==> config.mk <==
export PLATFORM = sky130hd
export DESIGN_NAME = serial_variable_write_parser
export DESIGN_NICKNAME = d
export VERILOG_FILES = /design/src/rtl/svwp_pkg.sv /design/src/rtl/serial_variable_write_parser.sv
export VERILOG_INCLUDE_DIRS = /design/src /design/src/rtl
export SDC_FILE = /design/constraint.sdc
export NUM_CORES = 1
export LEC_CHECK = 0
export BUFFER_PORTS_ARGS = -buffer_cell sky130_fd_sc_hd__clkbuf_2
export CORE_ASPECT_RATIO = 0.75
export CORE_MARGIN = 2
export CORE_UTILIZATION = 60
export CTS_CLUSTER_DIAMETER = 200
export DETAILED_ROUTE_END_ITERATION = 12
export PLACE_DENSITY = 0.85
export SLEW_MARGIN = 5
export SYNTH_ARGS = -nofsm -noshare
export SYNTH_HDL_FRONTEND = slang
export SYNTH_SLANG_ARGS = --single-unit
export TNS_END_PERCENT = 100
==> constraint.sdc <==
create_clock -name clk -period 8 [get_ports clk]
set_clock_uncertainty 0.2 [all_clocks]
set_input_delay 1.6 -clock clk [delete_from_list [all_inputs] [get_ports clk]]
set_output_delay 1.6 -clock clk [all_outputs]
set_load 0.05 [all_outputs]
==> src/rtl/serial_variable_write_parser_assert.svh <==
// Assertion macros used by the parser RTL.
`ifndef SERIAL_VARIABLE_WRITE_PARSER_ASSERT_SVH
`define SERIAL_VARIABLE_WRITE_PARSER_ASSERT_SVH

// Condition must hold at every clock edge out of reset.
`define SVWP_ASSERT_ALWAYS(lbl, cond, msg) \
    lbl: assert property (@(posedge clk) disable iff (!rst_n) (cond)) else $error(msg);

// Consequent must hold in the cycle after the antecedent.
`define SVWP_ASSERT_NEXT(lbl, ante, cons, msg) \
    lbl: assert property (@(posedge clk) disable iff (!rst_n) (ante) |=> (cons)) \
        else $error(msg);

`endif

==> src/rtl/svwp_pkg.sv <==
// Package: character codes, limits and widths of the variable write parser.
package svwp_pkg;

    localparam int unsigned MAX_VALUE_CHARS = 8;
    localparam int unsigned CHARS_W = $clog2(MAX_VALUE_CHARS + 1);

    localparam int unsigned ACC_W  = 27;
    localparam int unsigned PROD_W = ACC_W + 4;
    localparam int unsigned MANT_W = 28;

    localparam logic [PROD_W-1:0] MAG_LIMIT  = PROD_W'(99999999);
    localparam logic [2:0]        FRAC_LIMIT = 3'd7;

    localparam logic [7:0] CH_START  = 8'h21;
    localparam logic [7:0] CH_EQUALS = 8'h3D;
    localparam logic [7:0] CH_QUERY  = 8'h3F;
    localparam logic [7:0] CH_END    = 8'h24;
    localparam logic [7:0] CH_ABORT  = 8'h43;
    localparam logic [7:0] CH_ZERO   = 8'h30;
    localparam logic [7:0] CH_NINE   = 8'h39;
    localparam logic [7:0] CH_PLUS   = 8'h2B;
    localparam logic [7:0] CH_MINUS  = 8'h2D;
    localparam logic [7:0] CH_POINT  = 8'h2E;

    function automatic logic is_digit(input logic [7:0] c);
        is_digit = (c >= CH_ZERO) && (c <= CH_NINE);
    endfunction

endpackage

==> src/rtl/serial_variable_write_parser.sv <==
// Top level: streaming parser for '!' type index '=' value '$' write packets.
//
//  channel | direction | handshake          | word
//  --------+-----------+--------------------+---------------------------------
//  rx      | in        | rx_valid/rx_stall  | rx_byte (one received byte)
//  wr      | out       | wr_valid/wr_stall  | var_index, mantissa, frac_digits
//
// One byte is taken every cycle unless a '$' is held for a stalled result; the rate
// is set by the combinational parser update (phase, multiply-by-ten accumulator) between
// the byte register and the result register, which loads as the closing '$' moves on.
// Reset (rst_n low, asynchronous) returns the parser to waiting for '!'.
// A stalled result holds in its register; the byte register keeps taking
// bytes that yield no result, and holds only a '$' that would emit.
`include "serial_variable_write_parser_assert.svh"

module serial_variable_write_parser
    import svwp_pkg::*;
(
    input  logic                     clk,
    input  logic                     rst_n,
    input  logic                     rx_valid,
    output logic                     rx_stall,
    input  logic [7:0]               rx_byte,
    output logic                     wr_valid,
    input  logic                     wr_stall,
    output logic [3:0]               var_index,
    output logic signed [MANT_W-1:0] mantissa,
    output logic [2:0]               frac_digits
);

    typedef enum logic [2:0] {
        PH_WAIT    = 3'd0,
        PH_TYPE    = 3'd1,
        PH_INDEX   = 3'd2,
        PH_EQ      = 3'd3,
        PH_FIRST   = 3'd4,
        PH_VALUE   = 3'd5,
        PH_DISCARD = 3'd6
    } phase_t;

    // Byte register.
    logic               s1_valid_reg, s1_valid_next;
    logic [7:0]         s1_byte_reg;

    // Parser state.
    phase_t             phase_reg, phase_next;
    logic [3:0]         index_reg, index_next;
    logic [ACC_W-1:0]   accum_reg, accum_next;
    logic               neg_reg, neg_next;
    logic               point_reg, point_next;
    logic [2:0]         dap_reg, dap_next;
    logic [CHARS_W-1:0] chars_reg, chars_next;
    logic               stopped_reg, stopped_next;

    // Result register.
    logic               wr_valid_reg, wr_valid_next;
    logic [3:0]         var_index_reg;
    logic [MANT_W-1:0]  mantissa_reg;
    logic [2:0]         frac_digits_reg;

    logic               emit;
    logic               out_free;
    logic               advance;
    logic               rx_take;
    logic [PROD_W-1:0]  times_ten;
    logic [MANT_W-1:0]  mag_ext;

    // Magnitude times ten plus the digit, for the overflow check.
    assign times_ten = ({4'd0, accum_reg} << 3) + ({4'd0, accum_reg} << 1)
                     + PROD_W'(s1_byte_reg - CH_ZERO);

    // Advance the phase on each byte and fold value characters into the accumulator; past the limit, drop them.
    always_comb
    begin
        accum_next   = accum_reg;
        neg_next     = neg_reg;
        point_next   = point_reg;
        dap_next     = dap_reg;
        chars_next   = chars_reg;
        stopped_next = stopped_reg;
        phase_next   = phase_reg;
        index_next   = index_reg;
        emit         = 1'b0;

        if (s1_byte_reg == CH_ABORT)
        begin
            phase_next = PH_WAIT;
        end
        else
        begin
            unique case (phase_reg) inside
                PH_TYPE:
                begin
                    phase_next = (s1_byte_reg == CH_END) ? PH_WAIT : PH_INDEX;
                end
                PH_INDEX:
                begin
                    if (s1_byte_reg == CH_END)
                    begin
                        phase_next = PH_WAIT;
                    end
                    else if (is_digit(s1_byte_reg))
                    begin
                        index_next = 4'(s1_byte_reg - CH_ZERO);
                        phase_next = PH_EQ;
                    end
                    else
                    begin
                        phase_next = PH_DISCARD;
                    end
                end
                PH_EQ:
                begin
                    if (s1_byte_reg == CH_END)
                    begin
                        phase_next = PH_WAIT;
                    end
                    else if (s1_byte_reg == CH_EQUALS)
                    begin
                        phase_next = PH_FIRST;
                    end
                    else
                    begin
                        phase_next = PH_DISCARD;
                    end
                end
                PH_FIRST, PH_VALUE:
                begin
                    if (s1_byte_reg == CH_END)
                    begin
                        emit       = 1'b1;
                        phase_next = PH_WAIT;
                    end
                    else if (phase_reg == PH_FIRST && s1_byte_reg == CH_QUERY)
                    begin
                        phase_next = PH_DISCARD;
                    end
                    else
                    begin
                        phase_next = PH_VALUE;
                        if (chars_reg < CHARS_W'(MAX_VALUE_CHARS))
                        begin
                            if (!stopped_reg)
                            begin
                                if (is_digit(s1_byte_reg))
                                begin
                                    if (times_ten > MAG_LIMIT
                                        || (point_reg && dap_reg >= FRAC_LIMIT))
                                    begin
                                        stopped_next = 1'b1;
                                    end
                                    else
                                    begin
                                        accum_next = times_ten[ACC_W-1:0];
                                        dap_next   = dap_reg + {2'd0, point_reg};
                                    end
                                end
                                else if (s1_byte_reg == CH_POINT && !point_reg)
                                begin
                                    point_next = 1'b1;
                                end
                                else if ((s1_byte_reg == CH_MINUS
                                          || s1_byte_reg == CH_PLUS)
                                         && chars_reg == '0)
                                begin
                                    neg_next = (s1_byte_reg == CH_MINUS);
                                end
                                else
                                begin
                                    stopped_next = 1'b1;
                                end
                            end
                            chars_next = chars_reg + 1'b1;
                        end
                    end
                end
                PH_DISCARD:
                begin
                    if (s1_byte_reg == CH_END)
                    begin
                        phase_next = PH_WAIT;
                    end
                end
                default:
                begin
                    // Waiting for '!'; the unused code behaves the same.
                    if (s1_byte_reg == CH_START)
                    begin
                        accum_next   = '0;
                        neg_next     = 1'b0;
                        point_next   = 1'b0;
                        dap_next     = '0;
                        chars_next   = '0;
                        stopped_next = 1'b0;
                        index_next   = '0;
                        phase_next   = PH_TYPE;
                    end
                    else if (s1_byte_reg == CH_END)
                    begin
                        phase_next = PH_WAIT;
                    end
                    else
                    begin
                        phase_next = PH_DISCARD;
                    end
                end
            endcase
        end
    end

    // Advance the byte unless it would emit into a full, stalled result register.
    assign out_free = !wr_valid_reg || !wr_stall;
    assign advance  = s1_valid_reg && (out_free || !emit);
    assign rx_stall = s1_valid_reg && !advance;
    assign rx_take  = rx_valid && !rx_stall;

    always_comb
    begin
        if (rx_take)
        begin
            s1_valid_next = 1'b1;
        end
        else if (advance)
        begin
            s1_valid_next = 1'b0;
        end
        else
        begin
            s1_valid_next = s1_valid_reg;
        end

        if (advance && emit)
        begin
            wr_valid_next = 1'b1;
        end
        else if (!wr_stall)
        begin
            wr_valid_next = 1'b0;
        end
        else
        begin
            wr_valid_next = wr_valid_reg;
        end
    end

    assign mag_ext = {1'b0, accum_reg};

    // State, byte register and result register: load the byte, load the result on emit.
    always_ff @(posedge clk or negedge rst_n)
    begin
        if (!rst_n)
        begin
            s1_valid_reg    <= 1'b0;
            s1_byte_reg     <= '0;
            wr_valid_reg    <= 1'b0;
            var_index_reg   <= '0;
            mantissa_reg    <= '0;
            frac_digits_reg <= '0;
            phase_reg       <= PH_WAIT;
            index_reg       <= '0;
            accum_reg       <= '0;
            neg_reg         <= 1'b0;
            point_reg       <= 1'b0;
            dap_reg         <= '0;
            chars_reg       <= '0;
            stopped_reg     <= 1'b0;
        end
        else
        begin
            s1_valid_reg <= s1_valid_next;
            wr_valid_reg <= wr_valid_next;
            if (rx_take)
            begin
                s1_byte_reg <= rx_byte;
            end
            if (advance && emit)
            begin
                var_index_reg   <= index_reg;
                mantissa_reg    <= neg_reg ? (MANT_W'(0) - mag_ext) : mag_ext;
                frac_digits_reg <= dap_reg;
            end
            if (advance)
            begin
                phase_reg   <= phase_next;
                index_reg   <= index_next;
                accum_reg   <= accum_next;
                neg_reg     <= neg_next;
                point_reg   <= point_next;
                dap_reg     <= dap_next;
                chars_reg   <= chars_next;
                stopped_reg <= stopped_next;
            end
        end
    end

    assign wr_valid    = wr_valid_reg;
    assign var_index   = var_index_reg;
    assign mantissa    = signed'(mantissa_reg);
    assign frac_digits = frac_digits_reg;

    `SVWP_ASSERT_NEXT(a_byte_hold, s1_valid_reg && rx_stall,
        s1_valid_reg && $stable(s1_byte_reg), "held byte lost or changed")
    `SVWP_ASSERT_NEXT(a_emit_resets, advance && emit,
        phase_reg == PH_WAIT && wr_valid_reg, "emit did not load result or rearm")
    `SVWP_ASSERT_ALWAYS(a_mag_limit, {4'd0, accum_reg} <= MAG_LIMIT,
        "accumulated magnitude above limit")
    `SVWP_ASSERT_ALWAYS(a_frac_point, dap_reg == '0 || point_reg,
        "fraction digits counted without a point")

endmodule

---- After elaboration in Yosys (flattened, before gate mapping) ----
Cells that the tools add are included.
operators by class
  add/sub/neg operators ................... 7
  magnitude comparators ................... 5
  equality and inequality tests ........... 28
  muxes and demuxes ....................... 69
  bitwise logic cells ..................... 3
  reductions and logical operators ........ 32
operators with widths
  cell                                                   count
  2-to-1 mux 27 bit                                      7
  == test 8 x 6 -> 1 bit (second input constant)         7
  case mux 27 bit (2 select lines)                       1
  2-to-1 mux 3 bit                                       15
  adder 30 x 28 -> 31 bit                                1
  adder 31 bit                                           1
  > comparator 31 x 27 -> 1 bit (second input constant)  1
  2-to-1 mux 1 bit                                       29
  2-to-1 mux 28 bit                                      1
  subtractor 1 x 27 -> 28 bit (first input constant)     1
  2-to-1 mux 4 bit                                       6
  != test 2 bit (second input constant)                  11
  AND reduction 10 bit                                   2
  case mux 4 bit (2 select lines)                        2
  case mux 3 bit (5 select lines)                        1
  AND reduction 11 bit                                   1
  == test 3 bit (second input constant)                  3
  logical AND 1 bit                                      9
  subtractor 8 x 6 -> 9 bit (second input constant)      1
  == test 8 x 7 -> 1 bit (second input constant)         1
  >= comparator 8 x 6 -> 1 bit (second input constant)   1
  <= comparator 8 x 6 -> 1 bit (second input constant)   1
  AND reduction 7 bit                                    1
  == test 3 x 2 -> 1 bit (second input constant)         2
  other kinds (21)                                       38
storage, ports and cells
  bits in registers ....................... 89
  output and inout port bits .............. 37

---- Logic depth before layout (Yosys ltp) ----
Gate-level depths: netlist (run 1).
  word-level depth ........................ 12
  mapped depth ............................ 17
  mapped depth without buffers ............ 15

---- Least setup slack after synthesis (run 1) ----
OpenSTA, ideal clock, no wires.
  kind .................................... register -> register
  start point ............................. reg s1_byte_reg[4]
  end point ............................... reg accum_reg[14]
  arrival ................................. 6.292 ns
  required time ........................... 7.679 ns
  setup slack ............................. 1.387 ns
  cell stages (with the launch flop) ...... 17
  path buffers ............................ 2
  clock period less this slack ............ 6.613 ns
  cells stage by stage .................... dfrtp_1 -> ha_1 -> nor3_1 -> fa_1 -> ha_1 -> buf_6 -> and3_4 -> and2_1 -> a221o_1 -> a31oi_1 -> o21ai_1 -> xor2_1 -> a2111o_1 -> a2111oi_4 -> nor2_2 -> buf_6 -> a22o_1
on the way
  longest elaborated chain between the ends .. 9
  elaborated cells on any way between the ends .. 32
  classes of those cells .................. add/sub (2); order compare (3); eq/ne (8); mux (10); bitwise (1); reduce/logical (8)
ends and longest elaborated chain
  item                                                  line                                 RTL
  start, declared                                       serial_variable_write_parser.sv:43   logic [7:0] s1_byte_reg;
  start signal, assigned                                serial_variable_write_parser.sv:274  s1_byte_reg <= rx_byte;
  branches (longest 9 deep; another with adder 31 bit)  n/a
  end signal, assigned                                  serial_variable_write_parser.sv:286  accum_reg <= accum_next;
  end, declared                                         serial_variable_write_parser.sv:48   logic [ACC_W-1:0] accum_reg, accum_next;
Parallel ways; which one is timed is not known. The select of a mux whose other input is x is not followed.
A chain may end at the register's enable or synchronous reset.

---- Final worst setup path (run 1) ----
  start point ............................. reg s1_byte_reg[5]
  end point ............................... reg accum_reg[3]
on the way
  longest elaborated chain between the ends .. 8
  elaborated cells on any way between the ends .. 25
  classes of those cells .................. add/sub (2); order compare (3); eq/ne (8); mux (3); bitwise (1); reduce/logical (8)
ends and longest elaborated chain
  item
  branches (longest 7 deep; another with adder 31 bit)
  AND reduction 10 bit (no source line) (*)
Mark *: on every way between the ends.

==> out/results.ini, run 1 <==
[power_and_ir_drop]
p_seq_share_pct = 41.3
swShare_pct = 34.8
pwr-share-clk_pct = 31.9
leakage_nw = 3.37
internal_power_mw = 0.865
power_switching_mw = 0.462
combPwrFrac_pct = 26.7
p_per_area_nw_per_um2 = 183
ir_drop_mv = 0.207

[grt]
grt-ovfl-total = 0
grt_pass1_wl_mm = 28.3
track_usage_pct = 29.8
antenna_found_initial = 0
grt_pass1_vias = 5664
grt_max_degree = 51

[clocking]
cts_buffer_depth = 2
htreeDepth = 3
cts-resized-gates = 0
root_buffer = clkbuf_16
cts_setup_buffers = 0
cts_tree = done
clock_latency_ns = 0.34
cts_hold_buf = 0
clk_pin_slew_ns = 0.06
cts-buffers-inserted = 9
cts.sink_count = 89

[worst_setup_path]
r2r-end = accum_reg[3]$_DFFE_PN0P_
arrival_ns = 5.69
r2r_slack_ns = 2.38
worstSetupStartpointType = register
crit_fanout = 28
cp-end-kind = register
reg2reg_from = s1_byte_reg[5]$_DFFE_PN0P_
required_ns = 8.07
critPathKind = register to register
r2r_cells = 15

[floorplan]
die_area_um2 = 11900
die_h_um = 95.1
start_util_pct = 61.1
rows = 33
core_area_um2 = 10900
io_pins = 49
die_width_um = 125

[timing]
period_minus_slack_ns = 5.62
worst_pin_slew_ns = 1.17
slew_headroom_pct = 21.6
fin_ws_ns = 2.38
rsz0062_at_grt = false
hold_viol = 0
fmax_mhz = 178
maxSlewViolCount = 0
finalSetupTns_ns = 0
fin_crit_sh_pct = 70.3
final-setup-viol-count = 0

[logic_synthesis]
synth_top_area_share_pct = 33.6
syn-cell-area_um2 = 6640
synth_enable_flop_cells = 0
avgSynthCellArea_um2 = 9.27
synthTopCellsByCount = dfrtp_1 (89), nand2_1 (81), nor2_1 (59), a21oi_1 (57), ha_1 (40)
synth_warnings = 0
yosysSeqAreaShare_pct = 33.6
syn_inst = 716
synth_area_leaders = dfrtp_1 (34%), fa_1 (7.8%), ha_1 (7.5%)
syn_nets = 794
synth_cell_types = 67
yosysTopAreaCell = dfrtp_1
synthFlopType = dfrtp_1
async_flop_share_pct = 100
synthMostInstantiatedCell = dfrtp_1
ys_ff_latch = 89

[job]
cap_viol_max_count = 0

[layout]
n_fill_cell = 858
syn2layout_area_growth_pct = 9.09
drive_gt1_share_pct = 11.6
layout.nets = 827
largest_reg_flops = 28
diodes = 0

[place]
place_ws_ns = 2.53
numPortBuffers = 48
hpwl_mm = 12.6
place.gp.congestion = 0.892

[worst_hold_path]
hp-class = register to register
hold_start = index_reg[3]$_DFFE_PN0P_
whs_path_depth = 2
holdPathEnd = var_index[3]$_DFFE_PN0P_

[route]
viasPerCell = 6.54
wl_per_cell_um = 19.0
wl_mm = 16.9
drt_iter0_drc = 482
dr.pass1.iters = 5
routed-via-count = 5836
detail-route-antenna-nets = 0
drc = 0

[status]
status = finished clean

-- area by class of cell --
| type | instances | area [um2] | area share (%) |
|---|---|---|---|
| inverters | 15 | 56.3 | 0.778 |
| well taps | 140 | 175 | 2.42 |
| flip-flops and latches | 89 | 2230 | 30.8 |
| clock inverters | 3 | 40.0 | 0.553 |
| multi-input cells | 581 | 4200 | 58.1 |
| clock buffers | 12 | 256 | 3.54 |
| repair buffers | 53 | 280 | 3.87 |
-- power by group through the flow --
| stage | Combinational (mW) | Sequential [mW] | Clock [mW] |
|---|---|---|---|
| after floorplan | 0.233 | 0.574 | 0 |
| after global placement | 0.332 | 0.550 | 0 |
| after detailed placement | 0.346 | 0.554 | 0 |
| after CTS | 0.351 | 0.546 | 0.423 |
| after global routing | 0.391 | 0.555 | 0.444 |
| final | 0.354 | 0.548 | 0.424 |
-- through the flow --
| stage | cells | utilization, % | area, um2 | power [mW] | hold WS (ns) |
|---|---|---|---|---|---|
| after floorplan | 716 | - | 6640 | 0.807 | 0.239 |
| after global placement | 878 | 63.9 | 6940 | 0.882 | 0.250 |
| after detailed placement | 878 | 63.9 | 6940 | 0.900 | 0.262 |
| after CTS | 893 | 66.7 | 7240 | 1.32 | 0.274 |
| after global routing | 893 | 66.7 | 7240 | 1.39 | 0.299 |
| final | 893 | 66.7 | 7240 | 1.33 | 0.270 |
-- worst max-delay path: stages, from the launching register on --
cell	delay (ns)
dfrtp_1	0.44
ha_1	0.28
nor3_2	0.15
buf_4	0.36
fa_1	0.48
ha_1	0.49
and3_1	0.25
nand2_1	0.08
o21ai_0	0.42
a31oi_1	0.17
xnor2_1	0.28
nand4_1	0.15
o221ai_1	0.40
a2111oi_4	0.19
nor2_2	0.92
a22o_1	0.28
-- placed cells by master (no fill, tap or decap), types with 3 or more instances in the layout --
cell type,instances
or3_1,4
nand4_1,10
or4_1,3
fa_1,26
nand3_1,15
a31oi_1,8
xnor2_1,19
o21ai_0,37
a21oi_1,57
o2bb2ai_1,5
a211oi_1,16
o211ai_1,3
o31ai_1,7
nor3_1,17
o41ai_1,5
ha_1,40
clkbuf_2,47
nor4_1,6
clkbuf_16,9
inv_1,15
mux2_2,9
and2_1,5
o21a_1,7
nor3b_1,3
a22o_1,24
a221o_1,3
dfrtp_1,89
buf_4,6
xor2_1,35
nor2_1,59
nand2_1,81
o21bai_1,6
and3_1,8
nand2b_1,7
a21o_1,11
o21ai_1,4
o22ai_1,3
-- metal layers --
| layer | routed length (um) | global-route usage, % | vias to the layer above |
|---|---|---|---|
| li1 | - | - | 2690 |
| met1 | 7890 | 42.5 | 2896 |
| met2 | 7810 | 48.6 | 221 |
| met3 | 962 | 4.38 | 29 |
| met4 | 265 | 7.59 | 0 |
| met5 | 0 | 0 | - |
-- how the worst max path moves through the flow --
stage	start	end	slack, ns
2_1_floorplan	s1_byte_reg[4]$_DFFE_PN0P_	accum_reg[14]$_DFFE_PN0P_	1.39
3_5_place_dp	s1_byte_reg[5]$_DFFE_PN0P_	accum_reg[26]$_DFFE_PN0P_	2.53
3_3_place_gp	s1_byte_reg[5]$_DFFE_PN0P_	accum_reg[13]$_DFFE_PN0P_	2.58
4_1_cts	s1_byte_reg[5]$_DFFE_PN0P_	dap_reg[1]$_DFFE_PN0P_	2.49
6_report	s1_byte_reg[5]$_DFFE_PN0P_	accum_reg[3]$_DFFE_PN0P_	2.38
5_1_grt	s1_byte_reg[5]$_DFFE_PN0P_	accum_reg[13]$_DFFE_PN0P_	2.01
-- logic make-up (layout without fill, tap and decap cells) --
kind of cell | Yosys count | after routing | share of synthesized area (%)
buffers and inverters | 46 | 83 | 3.26
flip-flops | 89 | 89 | 33.6
XOR/XNOR | 54 | 54 | 7.13
adder cells (fa/ha/maj) | 66 | 66 | 15.4
AO/OA/AOI/OAI | 221 | 221 | 22.9
multiplexers | 10 | 10 | 1.68
AND/OR/NAND/NOR | 230 | 230 | 16.1
Note: power is estimated with default switching activity, not from simulation.
==> run 2: changes to the inputs <==
CORE_UTILIZATION = 56   (was 60)
PLACE_DENSITY = 0.84   (was 0.85)
clock period = 4.95 ns   (was 8 ns; I/O delays follow)
==> out/results.ini, run 2 (same netlist as run 1, synthesis figures left out) <==
[worst_setup_path]
worstSetupStartpointType = register
slowest_delay_ns = 0.48  ; -0.44 ns
critPathKind = register to register
r2r_slack_ns = 0.04  ; -2.34 ns
path_cells = ha_4, nor3_4, buf_4, buf_12, fa_1, ha_2, a21oi_2, o21ai_1, a221o_1, a311oi_2, a211oi_2, xor2_1, a2111o_1, a2111oi_4, buf_4, a211oi_1, a41o_1
cp_common_cell = buf_4
critPathSlowestCell = a2111oi_4
crit_fanout = 11  ; -61%
arrival_ns = 4.94  ; -0.75 ns
cp-end-kind = register
required_ns = 4.98  ; -3.09 ns

[clocking]
cts_tree = done
cts.sink_count = 89  ; unchanged
htreeDepth = 3  ; unchanged
root_buffer = clkbuf_16
cts_buffer_depth = 2  ; unchanged
clk_pin_slew_ns = 0.07  ; about the same
cts-buffers-inserted = 9  ; unchanged
clock_latency_ns = 0.34  ; about the same

[grt]
track_usage_pct = 28.9  ; -0.89 points
antenna_found_initial = 0  ; unchanged
grt_pass1_vias = 5775  ; +2.0%
grt_max_degree = 48  ; -5.9%
grt-ovfl-total = 0  ; unchanged
grt_pass1_wl_mm = 29.2  ; +3.3%

[power_and_ir_drop]
power_mw = 2.14  ; +62%
internal_power_mw = 1.36  ; +58%
p_seq_share_pct = 41.2  ; about the same
power_switching_mw = 0.780  ; +69%
pwr-share-clk_pct = 29.4  ; -2.5 points
combPwrFrac_pct = 29.4  ; +2.7 points
p_per_area_nw_per_um2 = 276  ; +51%
swShare_pct = 36.4  ; +1.6 points
leakage_nw = 3.46  ; +2.7%
ir_drop_mv = 0.234  ; +13%

[route]
detail-route-antenna-nets = 0  ; unchanged
routed-via-count = 5963  ; +2.2%
wl_per_cell_um = 18.9  ; about the same
drc = 0  ; unchanged
drt_iter0_drc = 525  ; +8.9%
wl_mm = 17.8  ; +4.9%
dr.pass1.iters = 8  ; +3
viasPerCell = 6.36  ; -2.6%

[floorplan]
die_area_um2 = 12700  ; +6.9%
die_h_um = 98.3  ; +3.4%
io_pins = 49  ; unchanged
rows = 34  ; +3.0%
die_width_um = 130  ; +3.4%
core_area_um2 = 11600  ; +6.6%
start_util_pct = 57.4  ; -3.8 points

[job]
cap_viol_max_count = 0  ; unchanged

[layout]
syn2layout_area_growth_pct = 16.7
diodes = 0  ; unchanged
layout_commonest_cell = dfrtp_1
layout_common_cells = dfrtp_1 (86), nand2_1 (80), nor2_1 (58)
final_area_um2 = 7750  ; +7.0%
layout.nets = 848  ; +2.5%
n_fill_cell = 924  ; +7.7%
final_util_pct = 66.9  ; +0.28 points
largest_reg_flops = 28  ; unchanged
seqCellArea_um2 = 2230  ; +0.17%
multiInputGateArea_um2 = 4490  ; +6.8%
drive_gt1_share_pct = 19.4  ; +7.8 points

[timing]
worst_pin_slew_ns = 0.935  ; -0.239 ns
slew_headroom_pct = 37.1  ; +15 points
final-setup-viol-count = 0  ; unchanged
maxSlewViolCount = 0  ; unchanged
fin_hold_ws_ns = 0.276  ; +0.00579 ns
fin_crit_sh_pct = 99.1  ; +29 points
period_minus_slack_ns = 4.91  ; -0.714 ns
hold_viol = 0  ; unchanged
fmax_mhz = 204  ; +15%

[place]
numPortBuffers = 48  ; unchanged
postPlaceCellArea_um2 = 7160  ; +3.2%
hpwl_mm = 12.9  ; +2.2%
place.gp.congestion = 0.945  ; +5.9%

[status]
status = finished clean

[worst_hold_path]
hp-class = register to register

==> run 2: cell types whose count changed in the layout (fill, tap and decap cells not counted), sizes merged <==
cell | previous run | this run
inv | 15 | 16
clkinv | 2 | 4
clkbuf | 59 | 58
bufinv | 1 | 0
clkinvlp | 0 | 1
buf | 6 | 26
==> run 2: area by class of cell <==
cell class,count,share of cell area (%)
Clock buffer,10,2.96
Clock inverter,6,0.565
Inverter,15,0.727
Multi-Input combinational cell,581,58.0
Sequential cell,89,28.8
Tap cell,162,2.62
Timing Repair Buffer,74,6.36
==> run 2: what timing repair did <==
item | in CTS | in global routing
setup endpoints to repair | 3 | 30
buffers inserted | 0 | 7
hold endpoints to repair | 0 | 0
pin swaps | 0 | 13
hold buffers | 0 | 0
cloned | 0 | 1
resized for setup | 1 | 45
==> run 2: worst paths after layout <==
check	from	to	cells after the start
min in group asynchronous	rst_n	phase_reg[2]$_DFFE_PN0P_	1
worst min-delay path	index_reg[2]$_DFFE_PN0P_	var_index[2]$_DFFE_PN0P_	2
worst max-delay path	s1_byte_reg[4]$_DFFE_PN0P_	dap_reg[2]$_DFFE_PN0P_	17
worst min register to register	index_reg[2]$_DFFE_PN0P_	var_index[2]$_DFFE_PN0P_	2
max in group asynchronous	rst_n	s1_byte_reg[5]$_DFFE_PN0P_	2
worst max register to register	s1_byte_reg[4]$_DFFE_PN0P_	dap_reg[2]$_DFFE_PN0P_	17
==> run 2: stage by stage <==
stage	TNS, ns	cells	setup WS, ns
after floorplan	-3.24	716	-0.147
after global placement	0	913	0.154
after detailed placement	0	913	0.0211
after CTS	0	929	0.0476
after global routing	-1.04	937	-0.0569
final	0	937	0.0427
==> run 2: power by group through the flow <==
stage               Clock [mW]  Sequential [mW]  Combinational (mW)
global route             0.667            0.897               0.690
floorplan                    0            0.929               0.383
CTS                      0.636            0.880               0.584
finish                   0.630            0.883               0.629
global placement             0            0.887               0.555
detailed placement           0            0.893               0.577
==> run 2: routing by layer <==
metal | GRT usage [%] | part of all wire (%) | vias to the layer above
met5 | 0 | 0 | -
met4 | 6.70 | 1.9 | 0
met3 | 6.25 | 7.0 | 33
met2 | 44.5 | 46 | 263
met1 | 42.0 | 45 | 2929
li1 | - | - | 2738
==> run 2: worst max-delay path, delay by kind of cell (launching register included) <==
kind | cells | cell delay [ns]
flops | 1 | 0.45
compound gates | 9 | 2.36
fa+ha+maj | 3 | 0.98
xor+xnor | 1 | 0.16
simple gates | 1 | 0.13
buf+inv | 3 | 0.51
==> run 3: changes to the inputs <==
--- a/config.mk
+++ b/config.mk
@@ -14,4 +14,5 @@
 export DETAILED_ROUTE_END_ITERATION = 12
 export PLACE_DENSITY = 0.84
+export SETUP_SLACK_MARGIN = 0.1
 export SLEW_MARGIN = 5
 export SYNTH_ARGS = -nofsm -noshare
--- a/constraint.sdc
+++ b/constraint.sdc
@@ -3,3 +3,3 @@
 set_input_delay 0.99 -clock clk [delete_from_list [all_inputs] [get_ports clk]]
 set_output_delay 0.99 -clock clk [all_outputs]
-set_load 0.05 [all_outputs]
+set_load 0.02 [all_outputs]
==> out/results.ini, run 3 (same netlist as run 1, synthesis figures left out) <==
[worst_setup_path]
r2r_cells = 19  ; +2
cp_common_cell = ha_4
required_ns = 5.04  ; +0.06 ns
r2r-end = accum_reg[0]$_DFFE_PN0P_
critPathKind = register to register
cp-end-kind = register
reg2reg_from = s1_byte_reg[5]$_DFFE_PN0P_
path_cells = ha_4, nor3_4, buf_6, buf_16, buf_8, fa_1, ha_4, a21o_1, a221oi_2, nand2_1, a311oi_2, a211oi_2, xor2_1, a2111o_1, a2111oi_4, buf_4, and2_4, clkbuf_16, a22o_1
crit_fanout = 11  ; unchanged
arrival_ns = 5.02  ; +0.08 ns
r2r_slack_ns = 0.02  ; -0.02 ns
slowest_delay_ns = 0.45  ; -0.03 ns
critPathSlowestCell = dfrtp_2
worstSetupStartpointType = register

[floorplan]
rows = 34  ; unchanged
die_width_um = 130  ; unchanged
die_h_um = 98.3  ; unchanged
core_area_um2 = 11600  ; unchanged
die_area_um2 = 12700  ; unchanged
io_pins = 49  ; unchanged
start_util_pct = 57.4  ; unchanged

[layout]
syn2layout_area_growth_pct = 18.6
layout_commonest_cell = dfrtp_1
seqCellArea_um2 = 2230  ; about the same
drive_gt1_share_pct = 20.5  ; +1.2 points
layout_common_cells = dfrtp_1 (87), nand2_1 (80), nor2_1 (58)
final_util_pct = 68.0  ; +1.1 points
multiInputGateArea_um2 = 4510  ; +0.39%
largest_reg_flops = 28  ; unchanged
n_fill_cell = 874  ; -5.4%
layout.nets = 858  ; +1.2%
diodes = 0  ; unchanged

[route]
drt_iter0_drc = 657  ; +25%
detail-route-antenna-nets = 0  ; unchanged
wl_per_cell_um = 19.3  ; +1.8%
drc = 0  ; unchanged
wl_mm = 18.3  ; +2.9%
viasPerCell = 6.44  ; +1.2%
routed-via-count = 6097  ; +2.2%
dr.pass1.iters = 5  ; -3

[timing]
fin_crit_sh_pct = 99.6  ; +0.44 points
period_minus_slack_ns = 4.93  ; +0.0216 ns
final-setup-viol-count = 0  ; unchanged
slew_headroom_pct = 37.2  ; +0.13 points
rsz0062_at_grt = true
worst_pin_slew_ns = 0.933  ; -0.00195 ns
hold_viol = 0  ; unchanged
maxSlewViolCount = 0  ; unchanged
fin_hold_ws_ns = 0.279  ; +0.00253 ns
fmax_mhz = 203  ; -0.44%

[place]
place.gp.congestion = 1.00  ; +6.1%
hpwl_mm = 12.5  ; -3.2%
numPortBuffers = 48  ; unchanged

[clocking]
cts-buffers-inserted = 9  ; unchanged
cts_tree = done
cts_buffer_depth = 2  ; unchanged
clock_latency_ns = 0.35  ; about the same
cts_hold_buf = 0  ; unchanged
clk_pin_slew_ns = 0.06  ; about the same
root_buffer = clkbuf_16
cts.sink_count = 89  ; unchanged
htreeDepth = 3  ; unchanged

[worst_hold_path]
whs_path_depth = 2  ; unchanged
holdPathEnd = var_index[2]$_DFFE_PN0P_
hp-class = register to register
hold_start = index_reg[2]$_DFFE_PN0P_

[grt]
grt_pass1_vias = 5887  ; +1.9%
grt_max_degree = 51  ; +6.3%
grt-ovfl-total = 0  ; unchanged
antenna_found_initial = 0  ; unchanged
track_usage_pct = 28.8  ; -0.13 points
grt_pass1_wl_mm = 29.2  ; -0.24%

[power_and_ir_drop]
leakage_nw = 3.54  ; +2.3%
power_mw = 2.14  ; -0.22%
ir_drop_mv = 0.265  ; +13%
p_per_area_nw_per_um2 = 271  ; -1.8%

[status]
status = finished clean

[job]
cap_viol_max_count = 0  ; unchanged

## run 3: worst max-delay path by stage
stage	from	end	slack [ns]	depth (start not counted)
after global placement	s1_byte_reg[5]$_DFFE_PN0P_	accum_reg[0]$_DFFE_PN0P_	0.20	16
after CTS	s1_byte_reg[4]$_DFFE_PN0P_	accum_reg[23]$_DFFE_PN0P_	0.11	18
after floorplan	s1_byte_reg[5]$_DFFE_PN0P_	accum_reg[13]$_DFFE_PN0P_	-0.15	17
final	s1_byte_reg[5]$_DFFE_PN0P_	accum_reg[0]$_DFFE_PN0P_	0.02	19
after global routing	s1_byte_reg[5]$_DFFE_PN0P_	accum_reg[25]$_DFFE_PN0P_	-0.07	19
after detailed placement	s1_byte_reg[5]$_DFFE_PN0P_	accum_reg[24]$_DFFE_PN0P_	0.08	16
## run 3: area by class of cell
class	count	area share [%]
clock buffers	10	3.04
clock inverters	6	0.636
inverters	15	0.715
multi-input cells	582	57.3
flip-flops and latches	89	28.3
well taps	162	2.57
repair buffers	83	7.47
## run 3: worst max-delay path: cells and delay by family (launching register included)
kind,cells,cell delay [ns]
adders and majority gates,3,0.80
buffers and inverters,5,0.83
and+or+nand+nor,3,0.56
DFF,1,0.45
xor gates and xnor gates,1,0.16
AOI/OAI and AO/OA,7,1.87
## run 3: power by group
group	switching, mW	leakage [nW]	internal, mW
Sequential	0.0936	1.09	0.790
Combinational	0.352	2.31	0.235
Clock	0.305	0.141	0.361
Total	0.750	3.54	1.39
## run 3: what timing repair did
action                                  4_1_cts  5_1_grt
setup buffers                                 4       13
endpoints found under the setup margin       29       31
gates cloned                                  2        1
pin swaps                                     4       27
gates resized for setup                      15       45
## run 3: stage by stage
step                      instance area, um2  instances  setup slack [ns]  setup TNS, ns
after global routing                    7870        947           -0.0740          -1.50
final                                   7870        947            0.0212              0
after CTS                               7550        933             0.113              0
after global placement                  7140        911             0.202              0
after floorplan                         6710        716            -0.147          -3.24
after detailed placement                7140        911            0.0753              0
## run 3: layer usage
layer / part of all wire, % / GRT usage [%] / vias to the layer above
met5: 0 / 0 / -
met3: 9.0 / 8.33 / 56
met1: 42 / 39.4 / 2943
met4: 2.8 / 9.84 / 0
li1: - / - / 2759
met2: 46 / 44.0 / 339
